<file path="src/rtl/core/ccacc_pkg.sv">
// Shared types and constants for the collision centroid accumulator.
// Used by ccacc_table, ccacc_divider and collision_centroid_accumulator_core.
package ccacc_pkg;

   localparam int ENTRIES_DEFAULT = 16;
   localparam int MAX_REPORT      = 16;
   localparam int COORD_BITS      = 10;

   localparam int IDX_BITS   = 4;
   localparam int POS_BITS   = 10;
   localparam int OBJ_BITS   = 16;
   localparam int COUNT_BITS = 24;
   localparam int SUM_BITS   = 40;
   localparam int MEAN_BITS  = 10;

   localparam logic [COUNT_BITS-1:0] COUNT_MAX = '1;
   localparam logic [SUM_BITS-1:0]   SUM_MAX   = '1;

   // mean clamps to the coordinate range and to the output field
   localparam int COORD_LIMIT = (1 << COORD_BITS) - 1;
   localparam int FIELD_LIMIT = (1 << MEAN_BITS) - 1;
   localparam int MEAN_LIMIT  = (COORD_LIMIT < FIELD_LIMIT) ? COORD_LIMIT : FIELD_LIMIT;

   localparam logic [1:0] OP_FRAME_START = 2'd0;
   localparam logic [1:0] OP_SLICE       = 2'd1;
   localparam logic [1:0] OP_FRAME_END   = 2'd2;

   typedef struct packed {
      logic [1:0]          operation;
      logic [IDX_BITS-1:0] first_index;
      logic [IDX_BITS-1:0] second_index;
      logic [POS_BITS-1:0] row;
      logic [POS_BITS-1:0] span_start;
      logic [POS_BITS-1:0] span_end;
      logic [OBJ_BITS-1:0] first_object;
      logic [OBJ_BITS-1:0] second_object;
   } ccacc_req_type;

   typedef struct packed {
      logic [IDX_BITS-1:0]   entry_index;
      logic [COUNT_BITS-1:0] pixel_count;
      logic [MEAN_BITS-1:0]  center_x;
      logic [MEAN_BITS-1:0]  center_y;
      logic [OBJ_BITS-1:0]   partner_object;
      logic                  last_entry;
   } ccacc_rsp_type;

   typedef struct packed {
      logic [COUNT_BITS-1:0] count;
      logic [SUM_BITS-1:0]   x_sum;
      logic [SUM_BITS-1:0]   y_sum;
      logic [OBJ_BITS-1:0]   partner;
   } ccacc_entry_type;

endpackage

</file>
<file path="src/rtl/core/ccacc_table.sv">
// Entry table: one synchronous memory, registered read, with per-entry valid bits
// so a frame start clears the whole table at once. Depends on ccacc_pkg.
module ccacc_table #(
   parameter int ENTRIES = ccacc_pkg::ENTRIES_DEFAULT,
   parameter int AW      = $clog2(ENTRIES)
) (
   input  logic                       clock,
   input  logic                       reset,
   input  logic                       clear,
   input  logic                       wr_en,
   input  logic [AW-1:0]              wr_addr,
   input  ccacc_pkg::ccacc_entry_type wr_data,
   input  logic [AW-1:0]              rd_addr,
   output ccacc_pkg::ccacc_entry_type rd_data
);
   import ccacc_pkg::*;

   ccacc_entry_type       mem_ff [ENTRIES];
   ccacc_entry_type       rd_data_ff;
   logic                  rd_valid_ff;
   logic [ENTRIES-1:0]    valid_ff;

   always_ff @(posedge clock) begin
      if (wr_en) begin
         mem_ff[wr_addr] <= wr_data;
      end
      rd_data_ff <= mem_ff[rd_addr];
   end

   always_ff @(posedge clock) begin
      if (reset || clear) begin
         valid_ff    <= '0;
         rd_valid_ff <= 1'b0;
      end else begin
         rd_valid_ff <= valid_ff[rd_addr];
         if (wr_en) begin
            valid_ff[wr_addr] <= 1'b1;
         end
      end
   end

   // an entry not written since the last clear reads as zero
   assign rd_data = rd_valid_ff ? rd_data_ff : '0;

endmodule

</file>
<file path="src/rtl/core/ccacc_divider.sv">
// Restoring quotient unit: one quotient bit per cycle, eleven steps, clamped mean.
// Depends on ccacc_pkg.
module ccacc_divider (
   input  logic                                 clock,
   input  logic                                 reset,
   input  logic                                 start,
   input  logic [ccacc_pkg::SUM_BITS-1:0]       dividend,
   input  logic [ccacc_pkg::COUNT_BITS-1:0]     divisor,
   output logic                                 done,
   output logic [ccacc_pkg::MEAN_BITS-1:0]      quotient
);
   import ccacc_pkg::*;

   // one extra quotient bit detects any mean beyond the field
   localparam int QBITS = MEAN_BITS + 1;
   localparam int DBITS = COUNT_BITS + MEAN_BITS;
   localparam int SBITS = $clog2(QBITS);

   logic [SUM_BITS-1:0] rem_ff;
   logic [DBITS-1:0]    dvs_ff;
   logic [QBITS-1:0]    q_ff;
   logic [SBITS-1:0]    step_ff;
   logic                run_ff;
   logic                done_ff;
   logic                zero_ff;
   logic                ge;

   assign ge = rem_ff >= SUM_BITS'(dvs_ff);

   always_ff @(posedge clock) begin
      if (reset) begin
         run_ff  <= 1'b0;
         done_ff <= 1'b0;
      end else begin
         done_ff <= 1'b0;
         if (start) begin
            rem_ff  <= dividend;
            dvs_ff  <= {divisor, MEAN_BITS'(0)};
            q_ff    <= '0;
            step_ff <= SBITS'(QBITS - 1);
            zero_ff <= (divisor == '0);
            run_ff  <= 1'b1;
         end else if (run_ff) begin
            if (ge) begin
               rem_ff <= rem_ff - SUM_BITS'(dvs_ff);
            end
            q_ff   <= {q_ff[QBITS-2:0], ge};
            dvs_ff <= dvs_ff >> 1;
            if (step_ff == '0) begin
               run_ff  <= 1'b0;
               done_ff <= 1'b1;
            end else begin
               step_ff <= step_ff - 1'b1;
            end
         end
      end
   end

   assign done = done_ff;

   always_comb begin
      if (zero_ff) begin
         quotient = '0;
      end else if (32'(q_ff) > MEAN_LIMIT) begin
         quotient = MEAN_BITS'(MEAN_LIMIT);
      end else begin
         quotient = q_ff[MEAN_BITS-1:0];
      end
   end

endmodule

</file>
<file path="src/rtl/core/collision_centroid_accumulator_core.sv">
// Collision centroid accumulator top level: request decode, slice update sequencer
// and frame-end report walker. Depends on ccacc_pkg, ccacc_table, ccacc_divider.
//
// A request transfers when start is high and busy is low. Frame start clears the
// table at once. A slice forms the span terms, then reads each of the two entries
// from the table memory and writes it back in turn, so the second update always
// sees the first. Frame end emits one result per entry for min(ENTRIES, 16)
// entries, each mean formed by an eleven-step quotient unit; rsp_strobe marks each
// result for exactly one cycle, and the receiver cannot stall the report.
// Operation 3 is accepted and ignored.
module collision_centroid_accumulator_core #(
   parameter int ENTRIES = ccacc_pkg::ENTRIES_DEFAULT
) (
   input  logic                     clock,
   input  logic                     reset,
   input  logic                     start,
   output logic                     busy,
   input  ccacc_pkg::ccacc_req_type req_data,
   output logic                     rsp_strobe,
   output ccacc_pkg::ccacc_rsp_type rsp_data
);
   import ccacc_pkg::*;

   localparam int AW  = (ENTRIES > 1) ? $clog2(ENTRIES) : 1;
   localparam int RPT = (ENTRIES < MAX_REPORT) ? ENTRIES : MAX_REPORT;
   localparam int RW  = (RPT > 1) ? $clog2(RPT) : 1;
   localparam int DX_BITS = 2 * POS_BITS + 1;
   localparam int DY_BITS = 2 * POS_BITS;

   typedef enum logic [2:0] {
      ST_IDLE,
      ST_PROD,
      ST_MOD1,
      ST_RD2,
      ST_MOD2,
      ST_RP_READ,
      ST_RP_LOAD,
      ST_RP_DIV
   } state_type;

   state_type             state_ff;
   ccacc_req_type         req_ff;
   logic [POS_BITS-1:0]   len_ff;
   logic [DX_BITS-1:0]    dx_ff;
   logic [DY_BITS-1:0]    dy_ff;
   logic [RW-1:0]         cnt_ff;
   logic [COUNT_BITS-1:0] rp_count_ff;
   logic [OBJ_BITS-1:0]   rp_partner_ff;
   logic                  rsp_strobe_ff;
   ccacc_rsp_type         rsp_data_ff;

   logic                  accept;
   logic                  clear;
   logic [POS_BITS-1:0]   len_in;
   logic [DX_BITS-1:0]    dx_in;
   logic [DY_BITS-1:0]    dy_in;
   logic                  first_ok;
   logic                  second_ok;
   logic                  wr_en;
   logic [AW-1:0]         wr_addr;
   ccacc_entry_type       wr_data;
   logic [AW-1:0]         rd_addr;
   ccacc_entry_type       rd_data;
   logic [OBJ_BITS-1:0]   partner_in;
   logic [COUNT_BITS:0]   count_sum;
   logic [SUM_BITS:0]     x_sum;
   logic [SUM_BITS:0]     y_sum;
   logic                  div_start;
   logic                  x_done;
   logic                  y_done;
   logic [MEAN_BITS-1:0]  x_mean;
   logic [MEAN_BITS-1:0]  y_mean;
   logic                  last;

   assign busy   = (state_ff != ST_IDLE);
   assign accept = start && !busy;
   assign clear  = accept && (req_data.operation == OP_FRAME_START);

   // span terms; a reversed or empty span has zero length
   always_comb begin
      logic [DX_BITS-1:0] tri_sum;
      len_in  = (req_ff.span_end > req_ff.span_start) ?
                (req_ff.span_end - req_ff.span_start) : '0;
      tri_sum = DX_BITS'(len_in) * (DX_BITS'(len_in) + 1'b1);
      dx_in   = DX_BITS'(req_ff.span_start) * DX_BITS'(len_in) + (tri_sum >> 1);
      dy_in   = DY_BITS'(len_in) * DY_BITS'(req_ff.row);
   end

   assign first_ok  = 32'(req_ff.first_index) < 32'(ENTRIES);
   assign second_ok = 32'(req_ff.second_index) < 32'(ENTRIES);

   always_comb begin
      unique case (state_ff)
         ST_PROD:    rd_addr = AW'(req_ff.first_index);
         ST_RD2:     rd_addr = AW'(req_ff.second_index);
         default:    rd_addr = AW'(cnt_ff);
      endcase
   end

   // read-modify-write of one entry with saturating accumulators
   assign count_sum  = {1'b0, rd_data.count} + (COUNT_BITS + 1)'(len_ff);
   assign x_sum      = {1'b0, rd_data.x_sum} + (SUM_BITS + 1)'(dx_ff);
   assign y_sum      = {1'b0, rd_data.y_sum} + (SUM_BITS + 1)'(dy_ff);
   assign partner_in = (state_ff == ST_MOD1) ? req_ff.second_object : req_ff.first_object;
   assign wr_en      = ((state_ff == ST_MOD1) && first_ok) ||
                       ((state_ff == ST_MOD2) && second_ok);
   assign wr_addr    = (state_ff == ST_MOD1) ? AW'(req_ff.first_index) :
                                              AW'(req_ff.second_index);

   always_comb begin
      wr_data.count   = count_sum[COUNT_BITS] ? COUNT_MAX : count_sum[COUNT_BITS-1:0];
      wr_data.x_sum   = x_sum[SUM_BITS] ? SUM_MAX : x_sum[SUM_BITS-1:0];
      wr_data.y_sum   = y_sum[SUM_BITS] ? SUM_MAX : y_sum[SUM_BITS-1:0];
      wr_data.partner = partner_in;
   end

   assign div_start = (state_ff == ST_RP_LOAD);
   assign last      = (cnt_ff == RW'(RPT - 1));

   ccacc_table #(
      .ENTRIES (ENTRIES),
      .AW      (AW)
   ) u_table (
      .clock   (clock),
      .reset   (reset),
      .clear   (clear),
      .wr_en   (wr_en),
      .wr_addr (wr_addr),
      .wr_data (wr_data),
      .rd_addr (rd_addr),
      .rd_data (rd_data)
   );

   ccacc_divider u_div_x (
      .clock    (clock),
      .reset    (reset),
      .start    (div_start),
      .dividend (rd_data.x_sum),
      .divisor  (rd_data.count),
      .done     (x_done),
      .quotient (x_mean)
   );

   ccacc_divider u_div_y (
      .clock    (clock),
      .reset    (reset),
      .start    (div_start),
      .dividend (rd_data.y_sum),
      .divisor  (rd_data.count),
      .done     (y_done),
      .quotient (y_mean)
   );

   always_ff @(posedge clock) begin
      if (reset) begin
         state_ff      <= ST_IDLE;
         rsp_strobe_ff <= 1'b0;
         cnt_ff        <= '0;
      end else begin
         rsp_strobe_ff <= 1'b0;
         unique case (state_ff)
            ST_IDLE: begin
               if (accept) begin
                  req_ff <= req_data;
                  cnt_ff <= '0;
                  if (req_data.operation == OP_SLICE) begin
                     state_ff <= ST_PROD;
                  end else if (req_data.operation == OP_FRAME_END) begin
                     state_ff <= ST_RP_READ;
                  end
               end
            end
            ST_PROD: begin
               len_ff   <= len_in;
               dx_ff    <= dx_in;
               dy_ff    <= dy_in;
               state_ff <= ST_MOD1;
            end
            ST_MOD1: begin
               state_ff <= ST_RD2;
            end
            ST_RD2: begin
               state_ff <= ST_MOD2;
            end
            ST_MOD2: begin
               state_ff <= ST_IDLE;
            end
            ST_RP_READ: begin
               state_ff <= ST_RP_LOAD;
            end
            ST_RP_LOAD: begin
               rp_count_ff   <= rd_data.count;
               rp_partner_ff <= rd_data.partner;
               state_ff      <= ST_RP_DIV;
            end
            ST_RP_DIV: begin
               if (x_done && y_done) begin
                  rsp_strobe_ff              <= 1'b1;
                  rsp_data_ff.entry_index    <= IDX_BITS'(cnt_ff);
                  rsp_data_ff.pixel_count    <= rp_count_ff;
                  rsp_data_ff.center_x       <= x_mean;
                  rsp_data_ff.center_y       <= y_mean;
                  rsp_data_ff.partner_object <= rp_partner_ff;
                  rsp_data_ff.last_entry     <= last;
                  if (last) begin
                     state_ff <= ST_IDLE;
                  end else begin
                     cnt_ff   <= cnt_ff + 1'b1;
                     state_ff <= ST_RP_READ;
                  end
               end
            end
            default: begin
               state_ff <= ST_IDLE;
            end
         endcase
      end
   end

   assign rsp_strobe = rsp_strobe_ff;
   assign rsp_data   = rsp_data_ff;

endmodule

</file>
<file path="config.mk">
export PLATFORM = sky130hd
export DESIGN_NAME = collision_centroid_accumulator_core
export DESIGN_NICKNAME = d
export VERILOG_FILES = /design/src/rtl/core/ccacc_pkg.sv /design/src/rtl/core/ccacc_table.sv /design/src/rtl/core/ccacc_divider.sv /design/src/rtl/core/collision_centroid_accumulator_core.sv
export SDC_FILE = /design/constraint.sdc
export NUM_CORES = 2
export LEC_CHECK = 0
export BUFFER_PORTS_ARGS = -buffer_cell sky130_fd_sc_hd__clkbuf_2
export CELL_PAD_IN_SITES_DETAIL_PLACEMENT = 0
export CELL_PAD_IN_SITES_GLOBAL_PLACEMENT = 2
export CORE_MARGIN = 2
export CORE_UTILIZATION = 43
export CTS_CLUSTER_SIZE = 25
export DETAILED_ROUTE_END_ITERATION = 7
export PLACE_DENSITY_LB_ADDON = 0.1
export SYNTH_ARGS = -nofsm -noshare
export SYNTH_HDL_FRONTEND = slang
export SYNTH_SLANG_ARGS = --single-unit
</file>
<file path="constraint.sdc">
create_clock -name clock -period 10.5 [get_ports clock]
set_input_delay 2.625 -clock clock [delete_from_list [all_inputs] [get_ports clock]]
set_output_delay 2.625 -clock clock [all_outputs]
set_load 0.05 [all_outputs]
</file>
After elaboration in Yosys (flattened, before gate mapping)
Memory sizes are Yosys's and may differ from the RTL's. A register that Yosys moved wholly into a read port is not among the register bits.
Index checks and enable logic that the tools add are counted.
Widths: inputs -> output; s select.
{ "word_totals": {"ff_bits": 434, "ram_bits": 1920, "input_bits": 75, "output_inout_bits": 67, "wordCells": 166, "mem_count": 1} }
{ "mem_list": {"columns": ["memory", "depth", "word_bits", "read_ports", "rd_ports_with_merged_regs", "wr", "line", "source"], "rows": [
  ["u_table.mem_ff", 16, 120, 1, 1, 1, "ccacc_table.sv:18", "ccacc_entry_type mem_ff [ENTRIES];"]
]} }
{ "op_classes": {"n_addsub": 11, "mul": 3, "n_lt_le_gt_ge": 8, "n_eq_ne": 16, "mux": 51, "bitwise_logic": 5, "n_reduce_logical": 33} }
{ "ops": {"columns": ["operator", "count"], "rows": [
  ["$mux 40", 8],
  ["$mux 34", 4],
  ["$mux 120", 1],
  ["$ge 40x34->1", 2],
  ["$sub 40x34->40", 2],
  ["$add 40x20->41", 1],
  ["$add 40x21->41", 1],
  ["$mul 10x10->20", 2],
  ["$mux 4", 8],
  ["$mux 10", 3],
  ["$add 24x10->25", 1],
  ["$logic_not 24->1", 1],
  ["$mux 24", 1],
  ["$pmux 3 s8", 1],
  ["$gt 11x10->1 const B", 2],
  ["$mux 11", 2],
  ["$add 20x20->21", 1],
  ["$mul 10x11->21", 1],
  ["$reduce_and 3->1", 7],
  ["$mux 16", 1],
  ["$or 16x16->16", 1],
  ["$pmux 4 s2", 2],
  ["$mux 3", 5],
  ["$mux 1", 13],
  ["other kinds (30)", 56]
]} }

Longest topological paths before layout
{ "depth": {"word_depth": 7, "mapped_depth": 51, "depth_no_buf": 49} }

Modules after synthesis
A second synthesis with hierarchy kept.
{ "unflattened": {"cells_unflattened": 6886, "hier_area_um2": 111007.7} }
{ "by_module_without_submodules": {"columns": ["mod", "instances", "cells_per_inst", "area_per_inst_um2", "seq_area_each_um2"], "rows": [
  ["ccacc_table", 1, 3251, 75507.4, 60397.9],
  ["collision_centroid_accumulator_core", 1, 2237, 22710.5, 6946.7],
  ["ccacc_divider", 2, 699, 6394.9, 2742.6]
]} }

Worst setup path after synthesis
No wires, ideal clock.
{ "synth_path": {"path_kind": "register -> register", "startpoint": "register req_ff[42] (netlist name)", "endpoint": "register dx_ff[20], data pin", "setup_time_ns": 0.260, "t_arrival_ns": 10.893, "required_time_ns": 10.240, "path_slack_ns": -0.653, "stages_incl_launch_ff": 47, "n_path_buf": 2, "synth_period_minus_slack_ns": 11.153, "path_cell_list": "edfxtp_1 > ha_1 > fa_1 > nor2b_1 > o21ai_1 > a21boi_0 > o21ai_0 > a21o_1 > a21oi_4 > and2_1 > clkbuf_1 > buf_1 > ha_1 > nand4b_1 > inv_1 > nand3_1 > ha_1 > nand2b_1 > (+11 left out) > nor3_1 > a211oi_1 > xor2_1 > fa_1 > inv_1 > fa_1 > fa_1 > inv_1 > ha_1 > o21a_1 > o21a_1 > o311a_1 > nor4_1 > or4_1 > a31oi_1 > a21o_1 > a21oi_1 > xnor2_1"} }
{ "synth_via": {"elab_chain_cells": 5, "word_cells_on_any_way": 7, "classes_between": "add/sub: 3; mul: 2; order compare: 1; mux: 1"} }
{ "synth_lines": {"columns": ["item", "line", "source"], "rows": [
  ["start: declaration", "collision_centroid_accumulator_core.sv:42", "ccacc_req_type req_ff;"],
  ["start signal: assignment", "collision_centroid_accumulator_core.sv:164", "req_ff <= req_data;"],
  ["$sub 10x10->10 or $gt 10x10->1 (tied branches)", "collision_centroid_accumulator_core.sv:83, collision_centroid_accumulator_core.sv:82", null],
  ["$mux 10 (*)", "collision_centroid_accumulator_core.sv:82", "len_in = (req_ff.span_end > req_ff.span_start) ?"],
  ["via len_in[2]", "collision_centroid_accumulator_core.sv:54", "logic [POS_BITS-1:0] len_in;"],
  ["$add 10x1->11", "collision_centroid_accumulator_core.sv:84", "tri_sum = DX_BITS'(len_in) * (DX_BITS'(len_in) + 1'b1);"],
  ["$mul 10x11->21", "collision_centroid_accumulator_core.sv:84", null],
  ["$add 20x20->21 (*)", "collision_centroid_accumulator_core.sv:85", "dx_in = DX_BITS'(req_ff.span_start) * DX_BITS'(len_in) + (tri_sum >> 1);"],
  ["via dx_in[20]", "collision_centroid_accumulator_core.sv:55", "logic [DX_BITS-1:0] dx_in;"],
  ["end signal: assignment", "collision_centroid_accumulator_core.sv:175", "dx_ff <= dx_in;"],
  ["end: declaration", "collision_centroid_accumulator_core.sv:44", "logic [DX_BITS-1:0] dx_ff;"]
]} }
The timed path passes the listed nets; every way through them passes the cells marked *.
A chain may end at the register's enable or synchronous reset.

Worst setup path after layout
{ "layout_path": {"startpoint": "register req_ff[42] (netlist name)", "endpoint": "register dx_ff[20], data pin"} }
{ "layout_via": {"elab_chain_cells": 5, "word_cells_on_any_way": 7, "classes_between": "add/sub: 3; mul: 2; order compare: 1; mux: 1"} }
{ "layout_lines": {"columns": ["item", "line"], "rows": [
  ["$sub 10x10->10 or $gt 10x10->1 (tied branches)", "collision_centroid_accumulator_core.sv:83, collision_centroid_accumulator_core.sv:82"],
  ["$mux 10", "collision_centroid_accumulator_core.sv:82"],
  ["$add 10x1->11", "collision_centroid_accumulator_core.sv:84"],
  ["$mul 10x11->21", "collision_centroid_accumulator_core.sv:84"],
  ["$add 20x20->21 (*)", "collision_centroid_accumulator_core.sv:85"],
  ["via dx_in[20]", "collision_centroid_accumulator_core.sv:55"]
]} }
Marked as above.

==> summary.txt <==
IO buf count: 141
Clock root buffer: clkbuf_16
Most Used Layer, Global Route: met2
Vias in the first global route: 62.4k
Worst-path fanout max: 5
Via/cell ratio: 5.56
Mux share of post-synthesis cell area: 11.3%
Initial core utilization: 43.1%
Kind of critical path: flop to flop
# rows: 186
Top-area cell type share of the netlist area: 63.2%
Power per cell area: 266 nW/um^2
First-pass GRT wire length: 424 mm
Finished Layout Cells: 10.8k
Filler cell count: 21.6k
Total gr overflow: 0
RD Place Congestion: 0.847
Period minus WS final: 10.33 ns
CTS tree: built
Post-synth top cells: 2325 x edfxtp_1, 484 x mux4_2, 422 x inv_1, 415 x nand2_1, 323 x a21oi_1
Mapped cell area: 111000 um^2
Slew headroom: 13.7%
Area growth, synth to finish: 13.9%
CTS Hold Bufs: 0
Storage element area: 72800 um^2
Synth area leader: edfxtp_1
Fin Setup TNS: 0 ns
Worst-path clk slew: 0.06 ns
Iter 0 DRT Violations: 4697
Critical Path Source Type: flop
Crit path required time: 11.19 ns
EDFF count, synth: 2325
Worst-margin pin slew: 1.26 ns
Int Power: 22.9 mW
Met1 usage: 32.1%
Layout cell share with drive strength beyond 1: 19.2%
Clock Sinks: 2474
Worst hold slack: 0.390 ns
Synth unique cells: 82
Crit end category: flop
Pre-CTS setup slack: -0.237 ns
Dominant synthesized flop cell: edfxtp_1
Largest family of logic cells by synthesized area: multiplexers
H-tree depth: 5
Initial antenna violation count: 6
Largest net degree at the start of global routing: 161
Die Ht: 511 um
Switching share of power: 31.4%
Top post-synthesis cells by area: edfxtp_1 63%, mux4_2 9.9%, fa_1 4.0%, ha_1 3.5%, dfxtp_1 2.7%
Lkg Pwr: 45.7 nW
Mapped Cells: 6863
Met3 Track Usage GR: 2.89%
Sequential share of the synthesized area: 65.9%
DIE WIDTH: 511 um
Skew final: 0.101 ns
Synth Area in Simple Gates: 6.21%
# IOs: 142
Area of the core: 256000 um^2
Post-route cell area: 126000 um^2
Synth Area in Compound Gates: 4.96%
Most numerous cell in the Yosys netlist: edfxtp_1
Inserted Clock Buffers: 283
Die ar.: 261000 um^2
Fmax: 96.8 MHz
Routed vias: 60.1k
Area occupied by multi-input gates: 35600 um^2
HPWL Detailed: 171 mm
Worst EP arrival: 11.03 ns
Max cap viols: 0
RSZ-0062 raised after global routing: true
Post-Synth Adder-Cell Area: 7.50%
Clock network fraction of design power: 28.4%
First drt pass iteration count: 5
Max IR drop VDD: 0.454 mV
Final cycle utilization of the critical path: 98.4%
Sequential Power Share: 38.2%
Antenna Violating Nets Remaining: 0
Mapped Nets: 7468
Placed insts: 10.3k
Register bit total from synthesis: 2474
Nets: 7822
Final hold vios: 0
Async SR Flop Fraction: 0%
Worst path most repeated cell: fa_1
Final worst slack: 0.167 ns
GRT Total Usage: 21.9%
Fin util: 49.1%
Slowest stage cell, crit path: fa_1
WL/cell: 26.7 um
Max incr delay on CP: 0.54 ns
CTS Buffer Depth: 4
Worst Hold Class: flop to flop
Met2 Usage GRT: 35.5%
DRC viols: 0
Synth Area in XOR/XNOR: 1.57%
Psw: 10.5 mW
Total power: 33.4 mW
Final Max Slew Viols: 0
# setup viols final: 0
Comb pwr share: 33.4%
Clock latency on the worst-skew pair: 0.96 ns
Ys Warns: 0
Status: complete, no violations
Synth Area per Inst: 16.1 um^2
Routed wire length: 288 mm
Cell Area, Placed: 116000 um^2
## registers in the layout (all words and copies together) (netlist names), 16 cells and up
name                count
dx_ff                  21
dy_ff                  20
req_ff                 70
rp_count_ff            24
rp_partner_ff          16
rsp_data               65
u_div_x.dvs_ff         34
u_div_x.rem_ff         40
u_div_y.dvs_ff         34
u_div_y.rem_ff         40
u_table.mem_ff       1920
u_table.rd_data_ff    120
u_table.valid_ff       16
## cells in the final DEF (no fill, tap or decap), drive strengths merged, types with 23 or more instances in the layout
| master | netlist | routed |
|---|---|---|
| a211oi | 144 | 144 |
| a21o | 84 | 84 |
| a21oi | 325 | 325 |
| a31oi | 23 | 23 |
| and2 | 131 | 131 |
| and3 | 53 | 53 |
| buf | 115 | 244 |
| clkbuf | 201 | 517 |
| clkinv | 1 | 69 |
| dfxtp | 149 | 149 |
| edfxtp | 2325 | 2325 |
| fa | 220 | 220 |
| ha | 310 | 310 |
| inv | 422 | 432 |
| mux2i | 135 | 135 |
| mux4 | 484 | 484 |
| nand2 | 415 | 415 |
| nand2b | 81 | 81 |
| nand3 | 74 | 74 |
| nand4 | 40 | 40 |
| nor2 | 317 | 317 |
| nor2b | 151 | 151 |
| nor3 | 67 | 67 |
| o21a | 40 | 40 |
| o21ai | 169 | 169 |
| xnor2 | 118 | 118 |
| xor2 | 80 | 80 |
## per-layer routing
layer / routed length (um) / vias to the layer above
li1: - / 26800
met1: 133000 / 31600
met2: 137000 / 1416
met3: 13300 / 306
met4: 4290 / 0
met5: 0 / -
## final cells by class
type                       instances  area share, %
multi-input combinational       3650           28.3
inverter                         423           1.26
antenna                            4        0.00795
tap                             3384           3.36
sequential                      2474           57.8
clock buffer                     376           6.11
clock inverter                   106          0.899
timing repair buffer             385           2.24
## worst max-delay path, delay by kind of cell (launching register included)
kind            cells  cell delay (ns)
buf+inv             8             0.40
xor+xnor            2             0.20
compound gates      9             1.51
simple gates       12             2.01
flops               1             0.43
fa+ha+maj          14             5.54
## worst paths after layout
path	from	to	slack, ns	cells after the start
setup / recovery	req_ff[42]	dx_ff[20]	0.17	45
hold / removal	rp_partner_ff[0]	rsp_data[1]	0.39	0
setup reg to reg	req_ff[42]	dx_ff[20]	0.17	45
hold reg to reg	rp_partner_ff[0]	rsp_data[1]	0.39	0
## cell families after synthesis
logic type,after synthesis
mux,639
fa+ha+maj,530
compound gates,877
simple gates,1406
xor+xnor,198
buf+inv,739
flops,2474
## power by group through the flow
stage / sequential, mW / clock [mW] / combinational, mW
5_1_grt: 12.8 / 10.1 / 12.5
4_1_cts: 12.8 / 9.73 / 10.8
2_1_floorplan: 12.8 / 0 / 7.19
3_5_place_dp: 13.0 / 0 / 10.6
6_report: 12.8 / 9.49 / 11.2
3_3_place_gp: 13.0 / 0 / 10.6
## what timing repair did
item | in CTS | in global routing
resized for setup | 17 | 75
buffers inserted | 6 | 9
pin swaps | 12 | 68
setup endpoints to repair | 4 | 7
Note: power is estimated with default switching activity, not from simulation.
